<file path="src/design/srm_pkg.sv">
`timescale 1ns / 1ps

package srm_pkg;

  localparam int CmdBitsDefault    = 25;
  localparam int StatusBitsDefault = 9;

  localparam logic [31:0] WriteCmd = 32'h01FF_0002;
  localparam logic [31:0] ReadCmd  = 32'h01FF_8002;

  localparam logic [15:0] TicksPerPhaseReset = 16'd20;

  typedef enum logic [1:0] {
    FUNC_TICK  = 2'd0,
    FUNC_WRITE = 2'd1,
    FUNC_READ  = 2'd2
  } func_e;

  typedef struct packed {
    logic [1:0] func;
    logic [7:0] reg_address;
    logic [7:0] write_data;
    logic       sdo_level;
  } in_item_t;

  typedef struct packed {
    logic       clock_pin;
    logic       data_pin;
    logic       busy_res;
    logic       done_res;
    logic [7:0] read_value;
    logic       status_error;
  } out_item_t;

endpackage

</file>
<file path="src/design/srm_if.sv">
`timescale 1ns / 1ps

interface srm_in_if import srm_pkg::*; ();
  logic     valid;
  logic     ready;
  in_item_t payload;

  modport source (output valid, output payload, input ready);
  modport sink (input valid, input payload, output ready);
endinterface

interface srm_out_if import srm_pkg::*; ();
  logic      valid;
  logic      ready;
  out_item_t payload;

  modport source (output valid, output payload, input ready);
  modport sink (input valid, input payload, output ready);
endinterface

</file>
<file path="src/design/serial_register_access_master_unit.sv">
`timescale 1ns / 1ps

// Channel   Dir   Payload                                        Transaction
// in_if     in    func, reg_address, write_data, sdo_level      valid & ready
// out_if    out   clock_pin, data_pin, busy_res, done_res,      valid & ready
//                 read_value, status_error
// cfg       in    cfg_wdata_i (ticks_per_phase)                  cfg_we_i
//
// One transaction in gives one transaction out; a new tick is taken every cycle while in_if.ready is high.
// The sequencer state and the result register update in the cycle the tick is taken.
// in_if.ready is low only while a result sits in the output register and is not taken.
// Reset (rst_ni, async low): idle, pins high, ticks_per_phase = 20.

module serial_register_access_master_unit
  import srm_pkg::*;
#(
  parameter int CMD_BITS    = CmdBitsDefault,
  parameter int STATUS_BITS = StatusBitsDefault
) (
  input  logic        clk_i,
  input  logic        rst_ni,
  input  logic        cfg_we_i,
  input  logic [15:0] cfg_wdata_i,
  srm_in_if.sink      in_if,
  srm_out_if.source   out_if
);

  localparam int NBits    = CMD_BITS + 16;
  localparam int IdxShift = 6;
  localparam int IdxQ     = IdxShift + 3 * NBits;
  localparam int IdxR     = IdxQ + 2;
  localparam int IdxStat  = IdxR + 6;
  localparam int IdxData  = IdxStat + 3 * STATUS_BITS;
  localparam int IdxTrail = IdxData + 24;
  localparam int IdxLast  = IdxTrail + 9;
  localparam int PhW      = $clog2(IdxLast + 1);

  typedef logic [PhW-1:0] phase_t;

  localparam phase_t PhIdle     = phase_t'(0);
  localparam phase_t PhFirst    = phase_t'(1);
  localparam phase_t PhDataLow  = phase_t'(2);
  localparam phase_t PhPulseHiA = phase_t'(3);
  localparam phase_t PhPulseLo  = phase_t'(4);
  localparam phase_t PhPulseHiB = phase_t'(5);
  localparam phase_t PhShift    = phase_t'(IdxShift);
  localparam phase_t PhQ        = phase_t'(IdxQ);
  localparam phase_t PhQ1       = phase_t'(IdxQ + 1);
  localparam phase_t PhQ2       = phase_t'(IdxQ + 2);
  localparam phase_t PhR        = phase_t'(IdxR);
  localparam phase_t PhStat     = phase_t'(IdxStat);
  localparam phase_t PhData     = phase_t'(IdxData);
  localparam phase_t PhDataEnd  = phase_t'(IdxData - 1);
  localparam phase_t PhTrail    = phase_t'(IdxTrail);
  localparam phase_t PhTrailHi  = phase_t'(IdxTrail + 8);
  localparam phase_t PhLast     = phase_t'(IdxLast);

  localparam logic [1:0] SubLow    = 2'd0;
  localparam logic [1:0] SubAction = 2'd1;
  localparam logic [1:0] SubEnd    = 2'd2;

  localparam logic [STATUS_BITS-1:0] StatAllOnes = '1;

  logic [15:0]            tpp_q;
  phase_t                 phase_q, phase_d;
  logic [15:0]            ticks_q, ticks_d;
  logic [1:0]             sub_q, sub_d;
  logic [NBits-1:0]       out_shift_q, out_shift_d;
  logic                   read_mode_q, read_mode_d;
  logic [STATUS_BITS-1:0] status_q, status_d;
  logic [7:0]             in_shift_q, in_shift_d;
  logic                   clock_q, clock_d;
  logic                   data_q, data_d;
  logic                   out_valid_q;
  out_item_t              out_item_q, out_item_d;

  logic                   accept;
  logic [15:0]            limit;
  phase_t                 nxt;
  logic [1:0]             sub_nxt;
  logic                   done;
  logic                   abort;
  logic [STATUS_BITS:0]   stat_cat;
  logic [31:0]            cmd_word;

  assign in_if.ready  = !out_valid_q || out_if.ready;
  assign accept       = in_if.valid && in_if.ready;
  assign out_if.valid = out_valid_q;
  assign out_if.payload = out_item_q;

  assign limit    = (tpp_q == 16'd0) ? 16'd1 : tpp_q;
  assign stat_cat = {status_q, in_if.payload.sdo_level};
  assign cmd_word = (in_if.payload.func == FUNC_READ) ? ReadCmd : WriteCmd;
  assign abort    = read_mode_q && (phase_q == PhDataEnd) && (status_q != StatAllOnes);

  // next phase, skipping the write-only and read-only steps
  always_comb begin
    nxt = phase_q + phase_t'(1);
    if (read_mode_q && nxt == PhQ) begin
      nxt = PhQ1;
    end else if (!read_mode_q && nxt == PhQ2) begin
      nxt = PhTrail;
    end
    if (nxt == PhShift || nxt == PhStat) begin
      sub_nxt = SubLow;
    end else begin
      sub_nxt = (sub_q == SubEnd) ? SubLow : sub_q + 2'd1;
    end
  end

  always_comb begin
    phase_d     = phase_q;
    ticks_d     = ticks_q;
    sub_d       = sub_q;
    out_shift_d = out_shift_q;
    read_mode_d = read_mode_q;
    status_d    = status_q;
    in_shift_d  = in_shift_q;
    clock_d     = clock_q;
    data_d      = data_q;
    done        = 1'b0;

    if (accept) begin
      if (phase_q == PhIdle) begin
        if (in_if.payload.func == FUNC_WRITE || in_if.payload.func == FUNC_READ) begin
          read_mode_d = (in_if.payload.func == FUNC_READ);
          out_shift_d = {cmd_word[CMD_BITS-1:0], in_if.payload.reg_address,
                         (in_if.payload.func == FUNC_READ) ? 8'd0
                                                           : in_if.payload.write_data};
          status_d    = '0;
          in_shift_d  = '0;
          phase_d     = PhFirst;
          clock_d     = 1'b0;
          ticks_d     = 16'd1;
        end
      end else if (ticks_q < limit) begin
        ticks_d = ticks_q + 16'd1;
      end else if (abort || phase_q >= PhLast) begin
        phase_d = PhIdle;
        ticks_d = 16'd0;
        done    = 1'b1;
      end else begin
        phase_d = nxt;
        sub_d   = sub_nxt;
        ticks_d = 16'd1;
        if (nxt == PhFirst || nxt == PhPulseLo) begin
          clock_d = 1'b0;
        end else if (nxt == PhDataLow) begin
          data_d = 1'b0;
        end else if (nxt == PhPulseHiA || nxt == PhPulseHiB) begin
          clock_d = 1'b1;
        end else if (nxt >= PhShift && nxt < PhQ) begin
          case (sub_nxt)
            SubLow:    clock_d = 1'b0;
            SubAction: begin
              data_d      = out_shift_q[NBits-1];
              out_shift_d = {out_shift_q[NBits-2:0], 1'b0};
            end
            default:   clock_d = 1'b1;
          endcase
        end else if (nxt == PhQ) begin
          clock_d = 1'b0;
        end else if (nxt == PhQ1) begin
          clock_d = 1'b0;
          data_d  = 1'b0;
        end else if (nxt >= PhR && nxt < PhStat) begin
          clock_d = (nxt[0] == PhR[0]);
        end else if (nxt >= PhStat && nxt < PhData) begin
          case (sub_nxt)
            SubLow:    clock_d = 1'b1;
            SubAction: status_d = stat_cat[STATUS_BITS-1:0];
            default:   clock_d = 1'b0;
          endcase
        end else if (nxt >= PhData && nxt < PhTrail) begin
          case (sub_nxt)
            SubLow:    clock_d = 1'b1;
            SubAction: in_shift_d = {in_shift_q[6:0], in_if.payload.sdo_level};
            default:   clock_d = 1'b0;
          endcase
        end else if (nxt >= PhTrail && nxt < PhTrailHi) begin
          clock_d = (nxt[0] == PhTrail[0]);
        end else if (nxt == PhTrailHi) begin
          clock_d = 1'b1;
        end else if (nxt == PhLast) begin
          data_d = 1'b1;
        end
      end
    end

    out_item_d.clock_pin    = clock_d;
    out_item_d.data_pin     = data_d;
    out_item_d.busy_res     = (phase_d != PhIdle);
    out_item_d.done_res     = done;
    out_item_d.status_error = done && read_mode_q && (status_q != StatAllOnes);
    out_item_d.read_value   = (done && read_mode_q && status_q == StatAllOnes)
                              ? in_shift_q : 8'd0;
  end

  always_ff @(posedge clk_i or negedge rst_ni) begin
    if (!rst_ni) begin
      tpp_q       <= TicksPerPhaseReset;
      phase_q     <= PhIdle;
      ticks_q     <= '0;
      sub_q       <= SubLow;
      out_shift_q <= '0;
      read_mode_q <= 1'b0;
      status_q    <= '0;
      in_shift_q  <= '0;
      clock_q     <= 1'b1;
      data_q      <= 1'b1;
      out_valid_q <= 1'b0;
    end else begin
      if (cfg_we_i) begin
        tpp_q <= cfg_wdata_i;
      end
      phase_q     <= phase_d;
      ticks_q     <= ticks_d;
      sub_q       <= sub_d;
      out_shift_q <= out_shift_d;
      read_mode_q <= read_mode_d;
      status_q    <= status_d;
      in_shift_q  <= in_shift_d;
      clock_q     <= clock_d;
      data_q      <= data_d;
      if (accept) begin
        out_valid_q <= 1'b1;
      end else if (out_if.ready) begin
        out_valid_q <= 1'b0;
      end
    end
  end

  always_ff @(posedge clk_i) begin
    if (accept) begin
      out_item_q <= out_item_d;
    end
  end

  // idle sequencer never holds a tick count
  a_idle_ticks: assert property (@(posedge clk_i) disable iff (!rst_ni)
    phase_q == PhIdle |-> ticks_q == 16'd0)
    else $error("tick count nonzero while idle");

  // a finished frame reports idle in the same result
  a_done_idle: assert property (@(posedge clk_i) disable iff (!rst_ni)
    out_valid_q && out_item_q.done_res |-> !out_item_q.busy_res)
    else $error("done reported while busy");

  // error and read data only on a done result, never both
  a_err_done: assert property (@(posedge clk_i) disable iff (!rst_ni)
    out_valid_q && (out_item_q.status_error || out_item_q.read_value != 8'd0)
      |-> out_item_q.done_res && !(out_item_q.status_error && out_item_q.read_value != 8'd0))
    else $error("status or read value outside a done result");

  // busy ticks always leave a running count
  a_busy_count: assert property (@(posedge clk_i) disable iff (!rst_ni)
    accept && phase_q != PhIdle && ticks_q < limit |=> ticks_q == $past(ticks_q) + 16'd1)
    else $error("phase tick count did not advance");

endmodule
</file>
<file path="src/flat_wrapper.sv">
// flat-port wrapper written by rule: the top's interface ports become plain ports
module serial_register_access_master_unit_flat import srm_pkg::*;
#(
  parameter int CMD_BITS    = CmdBitsDefault,
  parameter int STATUS_BITS = StatusBitsDefault
)
  (clk_i, rst_ni, cfg_we_i, cfg_wdata_i, in_if_valid, in_if_payload, in_if_ready, out_if_valid, out_if_payload, out_if_ready);
  srm_in_if in_if_i ();
  srm_out_if out_if_i ();
  input  logic clk_i;
  input  logic rst_ni;
  input  logic cfg_we_i;
  input  logic [15:0] cfg_wdata_i;
  input wire logic [$bits(in_if_i.valid)-1:0] in_if_valid;
  input wire logic [$bits(in_if_i.payload)-1:0] in_if_payload;
  output wire logic [$bits(in_if_i.ready)-1:0] in_if_ready;
  output wire logic [$bits(out_if_i.valid)-1:0] out_if_valid;
  output wire logic [$bits(out_if_i.payload)-1:0] out_if_payload;
  input wire logic [$bits(out_if_i.ready)-1:0] out_if_ready;
  assign in_if_i.valid = in_if_valid;
  assign in_if_i.payload = in_if_payload;
  assign in_if_ready = in_if_i.ready;
  assign out_if_valid = out_if_i.valid;
  assign out_if_payload = out_if_i.payload;
  assign out_if_i.ready = out_if_ready;
  serial_register_access_master_unit #(.CMD_BITS(CMD_BITS), .STATUS_BITS(STATUS_BITS)) u_core (.clk_i(clk_i), .rst_ni(rst_ni), .cfg_we_i(cfg_we_i), .cfg_wdata_i(cfg_wdata_i), .in_if(in_if_i), .out_if(out_if_i));
endmodule
</file>
<file path="config.mk">
export PLATFORM = sky130hd
export DESIGN_NAME = serial_register_access_master_unit_flat
export DESIGN_NICKNAME = d
export VERILOG_FILES = /design/src/design/srm_pkg.sv /design/src/design/srm_if.sv /design/src/design/serial_register_access_master_unit.sv /design/src/flat_wrapper.sv
export SDC_FILE = /design/constraint.sdc
export NUM_CORES = 1
export LEC_CHECK = 0
export ABC_AREA = 1
export BUFFER_PORTS_ARGS = -buffer_cell sky130_fd_sc_hd__clkbuf_2
export CELL_PAD_IN_SITES_DETAIL_PLACEMENT = 0
export CELL_PAD_IN_SITES_GLOBAL_PLACEMENT = 1
export CORE_UTILIZATION = 42
export CTS_BUF_LIST = sky130_fd_sc_hd__clkbuf_4 sky130_fd_sc_hd__clkbuf_8
export CTS_CLUSTER_SIZE = 40
export DETAILED_ROUTE_END_ITERATION = 8
export PLACE_DENSITY_LB_ADDON = 0.1
export SYNTH_ARGS = -nofsm -noshare
export SYNTH_HDL_FRONTEND = slang
export SYNTH_SLANG_ARGS = --single-unit
</file>
<file path="constraint.sdc">
create_clock -name clk_i -period 2.4 [get_ports clk_i]
set_input_delay 0.24 -clock clk_i [delete_from_list [all_inputs] [get_ports clk_i]]
set_output_delay 0.24 -clock clk_i [all_outputs]
set_load 0.1 [all_outputs]
</file>
==> results of run 1 <==
==> worst reg2reg max path: stages, from the launching register on <==
cell and delay [ps]:
dfrtp_1 400, buf_6 150, nand2_4 50, nor2_4 120
nand2_2 70, nand2_2 80, nand2_4 70, nor2_8 190
nand3_4 160, nand2_4 120, nand2_4 80, nor2_4 140
nand2_2 60, o21ai_2 160, o21ai_4 110, nor2_4 150
o211ai_4 140, buf_12 180, clkbuf_16 160, nand2_1 80
o21ai_2 60
==> cells by family after synthesis <==
logic type	Yosys count	synth area share [%]
AOI/OAI and AO/OA	130	13.4
buffers and inverters	125	8.27
and+or+nand+nor	384	26.3
muxes	8	1.21
adders and majority gates	22	4.17
DFF	117	45.4
xor gates and xnor gates	10	1.33
==> cell usage in the layout (no fill, tap or decap), types with 5 or more instances in the layout <==
cell | netlist | final
nand3_1 | 39 | 31
buf_12 | 0 | 7
clkbuf_16 | 0 | 8
xor2_1 | 8 | 8
o21ai_2 | 42 | 49
o21ai_1 | 12 | 11
inv_2 | 3 | 8
ha_1 | 22 | 18
nand2_2 | 9 | 47
nand2_1 | 208 | 148
o21ai_0 | 36 | 30
clkinvlp_4 | 0 | 6
a21oi_1 | 18 | 13
nand3_4 | 2 | 5
nor3_1 | 9 | 8
dfrtp_1 | 100 | 96
dlygate4sd3_1 | 0 | 18
clkbuf_8 | 0 | 18
nor2_4 | 4 | 9
nand4_1 | 17 | 17
buf_4 | 2 | 112
a22oi_1 | 7 | 7
nor2_1 | 78 | 66
nand3_2 | 6 | 12
edfxtp_1 | 13 | 13
clkbuf_2 | 0 | 53
nand2_4 | 2 | 23
nor2_2 | 2 | 9
mux2i_1 | 8 | 8
inv_1 | 98 | 91
buf_6 | 9 | 7
==> layout make-up <==
class                   instances  area, um^2  share of cell area (%)
well taps                     211         264                    2.79
clock inverters                13         146                    1.55
clock buffers                  19         255                    2.70
multi-input cells             555        3600                    38.1
flip-flops and latches        117        3000                    31.7
repair buffers                209        1800                    19.1
inverters                     102         389                    4.11
==> metrics by stage <==
stage	std cells	hold WS, ps
3_3_place_gp	1142	326
2_1_floorplan	796	-55.6
6_report	1226	63.7
4_1_cts	1208	37.7
3_5_place_dp	1142	338
5_1_grt	1226	48.4
==> registers in the layout (all words and copies together), names as in the netlist <==
register               count
u_core.status_q            9
u_core.out_if.valid        1
u_core.data_q              1
u_core.in_shift_q          8
u_core.clock_q             1
u_core.out_if.payload     13
u_core.phase_q             8
u_core.ticks_q            16
u_core.sub_q               2
u_core.tpp_q              16
u_core.read_mode_q         1
u_core.out_shift_q        41
==> worst max path at each step <==
stage	startpoint	endpoint	slack [ps]	cells past startpoint
2_1_floorplan	u_core.phase_q[1]	u_core.out_shift_q[1]	-190	15
3_3_place_gp	u_core.ticks_q[13]	u_core.ticks_q[12]	-450	10
3_5_place_dp	u_core.ticks_q[13]	u_core.ticks_q[12]	-440	10
4_1_cts	u_core.phase_q[0]	u_core.out_if.payload[12]	-340	21
5_1_grt	u_core.phase_q[1]	u_core.out_if.payload[12]	-580	21
6_report	u_core.phase_q[1]	u_core.out_shift_q[17]	-440	20
==> timing repair <==
| item | CTS | global route |
|---|---|---|
| gates cloned | 3 | 10 |
| resized for setup | 52 | 107 |
| setup endpoints to repair | 98 | 94 |
| hold buffers | 18 | 0 |
| hold endpoints to repair | 58 | 0 |
| pin swaps | 18 | 29 |
| buffers inserted | 13 | 9 |
==> power by group <==
part | internal (mW) | switching, mW
combinational | 1.43 | 1.95
sequential | 2.20 | 0.153
clock | 0.971 | 0.884
total | 4.61 | 2.99
==> per-layer routing <==
| metal | vias up | wire, um | track usage (%) |
|---|---|---|---|
| li1 | 3012 | - | - |
| met3 | 14 | 414 | 5.03 |
| met1 | 2825 | 7940 | 27.9 |
| met5 | - | 0 | 0 |
| met4 | 0 | 145 | 5.81 |
| met2 | 85 | 8190 | 34.8 |
==> reports/results.ini, run 1 <==
[status]
outcome = complete, but fails checks
violations = negative setup slack

[yosys]
ys_seq_elements = 117
syn_inst = 796
synthTopCellsByCount = 208 x nand2_1, 100 x dfrtp_1, 98 x inv_1
synthTopCellsByArea = dfrtp_1 38%, nand2_1 12%, edfxtp_1 5.9%
yosysWarnings = 0
synth_edf_count = 13
ys.flop_type = dfrtp_1
synth_top_cell_area_share_pct = 37.9
synth_seq_area_share_pct = 45.4
syn-num-nets = 858
yosysTopAreaCell = dfrtp_1
async_flop_share_pct = 88.9
yosysUniqueCellTypes = 47
synth_most_common_cell = nand2_1
synth_area_um2 = 6610
syn_avg_cell_area_um2 = 8.30

[cts]
cts_tree = built
numCtsBuffers = 17
ctsLongestPathBuffers = 2
cts.htree.levels = 4
clkTransAtPathRegs_ps = 80
clock_sinks = 117
root_buffer = clkbuf_8
insertion_delay_ps = 450

[worst_setup_path]
crit_path_end_kind = flip-flop
cpMostUsedCell = nand2_4
cp_slowest_cell = dfrtp_1
rr_startpoint = u_core.phase_q[1]
slowest_delay_ps = 400
worstPathRequired_ps = 2740
worstSetupPathType = reg2reg
critPathTopFamily = simple AND/OR/NAND/NOR gates
critPathMaxFanout = 6
path_cells = buf_6 > nand2_4 > nor2_4 > nand2_2 > nand2_2 > nand2_4 > nor2_8 > nand3_4 > nand2_4 > nand2_4 > nor2_4 > nand2_2 > o21ai_2 > o21ai_4 > nor2_4 > o211ai_4 > buf_12 > clkbuf_16 > nand2_1 > o21ai_2
path_buf_inv = 3
reg2reg_slack_ps = -440
r2r-end = u_core.out_shift_q[17]
critPathArrivalTime_ps = 3170
r2r_cells = 20
critPathLaunchType = flip-flop

[flow_run]
max_cap_viol_count = 0

[routing]
wl_mm = 16.7
remaining_drc_errors = 0
route.detailed.wl_per_inst_um = 13.6
drt-initial-drc-count = 388
dr.pass1.iters = 4
drt-vias-per-instance = 4.84
num_vias = 5936
ant_nets = 0

[placed_design]
place_area_um2 = 7880
hpwl_mm = 11.0
io_buffers = 54
post-place-ws_ps = -441
place_congestion = 0.872

[sta]
period_needed_ps = 2840
tns_ps = -23580
relSlewSlack_pct = 55.0
tightestPinTransition_ps = 675
setup_viol = 74
finalMaxSlewViolations = 0
grt_setup_unrepaired = yes
fin_ws_ps = -435
clock_skew_ps = 12.6
finalCritPeriodShare_pct = 118
hold_viol = 0
max_freq_mhz = 353

[global_route]
antenna_found_initial = 0
grt_overflow = 0
grt_pass1_vias = 5647
grt_usage_pct = 21.2
grt_max_degree = 47
grt_pass1_wl_mm = 26.9

[floorplanning]
start_util_pct = 43.3
core_area_um2 = 15300
pin_count = 55
die_area_um2 = 16200
die_h_um = 127
num_rows = 45
die_w_um = 127

[power_and_ir_drop]
cellLeakagePower_nw = 4.53
vdd_drop_max_v = 0.000484
finalPower_mw = 7.60
p_per_area_nw_per_um2 = 803

[worst_hold_path]
hold_class = in2reg
whs_path_depth = 3
hold-path-endpoint = u_core.status_q[0]
min_from = in_if_payload[0]

[final_layout]
finalInstanceArea_um2 = 9460
drive_gt1_share_pct = 41.1
nets = 1064
post-route-util_pct = 62.0
area_growth_syn_to_layout_pct = 43.2
fill_cells = 1302
n_antenna_cell = 0

Note: power is estimated with default switching activity, not from simulation.
==> run 2, diff against run 1 <==
--- a/config.mk
+++ b/config.mk
@@ -9,11 +9,13 @@
 export BUFFER_PORTS_ARGS = -buffer_cell sky130_fd_sc_hd__clkbuf_2
 export CELL_PAD_IN_SITES_DETAIL_PLACEMENT = 0
 export CELL_PAD_IN_SITES_GLOBAL_PLACEMENT = 1
+export CORE_MARGIN = 2
 export CORE_UTILIZATION = 42
 export CTS_BUF_LIST = sky130_fd_sc_hd__clkbuf_4 sky130_fd_sc_hd__clkbuf_8
 export CTS_CLUSTER_SIZE = 40
 export DETAILED_ROUTE_END_ITERATION = 8
 export PLACE_DENSITY_LB_ADDON = 0.1
+export SLEW_MARGIN = 5
 export SYNTH_ARGS = -nofsm -noshare
 export SYNTH_HDL_FRONTEND = slang
 export SYNTH_SLANG_ARGS = --single-unit
==> run 2 against run 1 <==
Against the previous run: the flow still finishes with violations (negative setup slack); total power grew 0.18%; register-to-register slack got worse by 20 ps; first-iteration DRC count down 5.2%; die area up 3.2%; flip-flop and latch count unchanged; sequential share of layout area increased by 0.14 points; clock skew rose by 4.4 ps; sequential power hardly changed; clock-buffer cell count unchanged; wire length increased by 3.1%; critical endpoint is now u_core.out_shift_q[14].
==> reports/results.ini, run 2 (synthesis gave the netlist of run 1 again) <==
[placed_design]
hpwl_mm = 11.4  ; +3.7%
place_congestion = 0.880  ; +0.93%
io_buffers = 54  ; unchanged
place_area_um2 = 7900  ; +0.32%
post-place-ws_ps = -344  ; +96.0 ps

[sta]
max_freq_mhz = 350  ; -0.78%
setup_viol = 67  ; -9.5%
clock_skew_ps = 16.9  ; +4.36 ps
relSlewSlack_pct = 59.8  ; +4.8 points
grt_setup_unrepaired = yes
tns_ps = -25780  ; -2200 ps
finalMaxSlewViolations = 0  ; unchanged
fin_ws_ps = -457  ; -22.2 ps
tightestPinTransition_ps = 603  ; -71.8 ps
period_needed_ps = 2860  ; +22.2 ps
finalCritPeriodShare_pct = 119  ; +0.93 points
hold_viol = 0  ; unchanged

[flow_run]
max_cap_viol_count = 0  ; unchanged

[routing]
dr.pass1.iters = 4  ; unchanged
num_vias = 6098  ; +2.7%
dr_wl_met3_um = 599  ; +45%
top_layer = met4
drt-initial-drc-count = 368  ; -5.2%
wl_met2_mm = 8.15  ; -0.52%
route.detailed.wl_per_inst_um = 13.9  ; +2.1%
remaining_drc_errors = 0  ; unchanged
ant_nets = 0  ; unchanged
drt-vias-per-instance = 4.93  ; +1.7%
wl_mm = 17.2  ; +3.1%
wl_met1_mm = 8.13  ; +2.4%

[cts]
insertion_delay_ps = 450  ; about the same
ctsLongestPathBuffers = 2  ; unchanged
cts.htree.levels = 4  ; unchanged
cts_tree = built
clkTransAtPathRegs_ps = 70  ; about the same
clock_sinks = 117  ; unchanged
root_buffer = clkbuf_8
numCtsBuffers = 17  ; unchanged

[worst_setup_path]
r2r_cells = 16  ; -20%
worstSetupPathType = reg2reg
worstPathRequired_ps = 2740  ; about the same
reg2reg_slack_ps = -460  ; -20 ps
path_cells = buf_6 > nand4_1 > nand2_2 > nand2_4 > nor2_4 > nand3_4 > nand2_4 > nand2_8 > clkinvlp_4 > o21ai_2 > o21ai_4 > nor2_4 > o211ai_4 > buf_6 > clkbuf_16 > o21ai_2
r2r-end = u_core.out_shift_q[14]
cp-endpoint = u_core.out_shift_q[14]
rr_startpoint = u_core.phase_q[0]
crit_path_start = u_core.phase_q[0]
critPathLaunchType = flip-flop
slowest_delay_ps = 410  ; about the same
cp_slowest_cell = dfrtp_1
critPathArrivalTime_ps = 3190  ; +20 ps
critPathMaxFanout = 6  ; unchanged
crit_path_end_kind = flip-flop

[final_layout]
largestRegisters = u_core.out_shift_q x41, u_core.ticks_q x16, u_core.tpp_q x16
drive_gt1_share_pct = 40.8  ; -0.29 points
area_growth_syn_to_layout_pct = 42.5
final_common_cell = nand2_1
regMostFlops = u_core.out_shift_q
n_antenna_cell = 0  ; unchanged
nets = 1076  ; +1.1%
most-common-layout-cells = 179 x nand2_1, 120 x buf_4, 97 x dfrtp_1, 86 x inv_1, 58 x nor2_1
finalInstanceArea_um2 = 9420  ; -0.49%
largest_reg_flops = 41  ; unchanged

[global_route]
grt_usage_pct = 20.4  ; -0.77 points
grt_pass1_vias = 5713  ; +1.2%
antenna_found_initial = 0  ; unchanged
grt_max_degree = 41  ; -13%
grt_overflow = 0  ; unchanged
grt_pass1_wl_mm = 26.9  ; +0.15%

[power_and_ir_drop]
vdd_drop_max_v = 0.000519  ; +7.1%
cellLeakagePower_nw = 4.51  ; -0.50%
p_per_area_nw_per_um2 = 808  ; +0.67%

[floorplanning]
die_area_um2 = 16800  ; +3.2%
die_w_um = 129  ; +1.6%
core_area_um2 = 15300  ; +0.37%
pin_count = 55  ; unchanged
start_util_pct = 43.1  ; -0.16 points
num_rows = 45  ; unchanged
die_h_um = 129  ; +1.6%

[status]
outcome = complete, but fails checks
violations = negative setup slack

[worst_hold_path]
hold_class = in2reg

[run 2: where the power goes]
group          switching (mW)  total (mW)  internal, mW  leakage, nW
Clock                   0.835        1.56         0.728        0.169
Combinational            2.13        3.70          1.58         2.87
Sequential              0.145        2.35          2.20         1.47
Total                    3.11        7.61          4.51         4.51
[run 2: worst max-delay path, delay by kind of cell (launching register included)]
family / cells / cell delay [ps]
buffers and inverters: 4 / 610
and+or+nand+nor: 8 / 1040
AOI/OAI and AO/OA: 4 / 650
DFF: 1 / 410
[run 2: area by class of cell]
type / count / area, um^2
timing repair buffer: 221 / 1850
multi-input combinational: 555 / 3570
fill: 1360 / 5900
clock buffer: 19 / 249
inverter: 102 / 393
sequential: 117 / 3000
tap: 211 / 264
clock inverter: 13 / 86.3
[run 2: how the worst min path moves through the flow]
| stage | start | end | cells after the start |
|---|---|---|---|
| after detailed placement | rst_ni | u_core.phase_q[5] | 1 |
| after floorplan | rst_ni | u_core.in_shift_q[0] | 0 |
| after global routing | cfg_wdata_i[15] | u_core.tpp_q[15] | 3 |
| final | cfg_wdata_i[15] | u_core.tpp_q[15] | 3 |
| after global placement | rst_ni | u_core.phase_q[4] | 1 |
| after CTS | cfg_wdata_i[10] | u_core.tpp_q[10] | 3 |
[run 2: repair_timing]
item                                   4_1_cts  5_1_grt
gates cloned                                 4        8
pin swaps                                   17       34
endpoints found under the hold margin       50        0
setup buffers                               10       26
hold buffers                                15        0
resized for setup                           43      114
setup endpoints to repair                   92       97
[run 2: metal layers]
layer  vias to the layer above  track usage (%)
met5                         -                0
li1                       3037                -
met4                         0             6.14
met2                       144             32.7
met3                        25             5.00
met1                      2892             27.6
[run 2: stage by stage]
step | utilization, % | std cells | hold slack, ps | power [mW]
final | 61.5 | 1238 | 30.4 | 7.61
after global routing | 61.5 | 1238 | 15.9 | 8.13
after CTS | 56.8 | 1207 | 0.259 | 7.11
after detailed placement | 51.6 | 1147 | 280 | 5.29
after global placement | 51.6 | 1147 | 266 | 5.23
after floorplan | - | 796 | -55.6 | 4.12
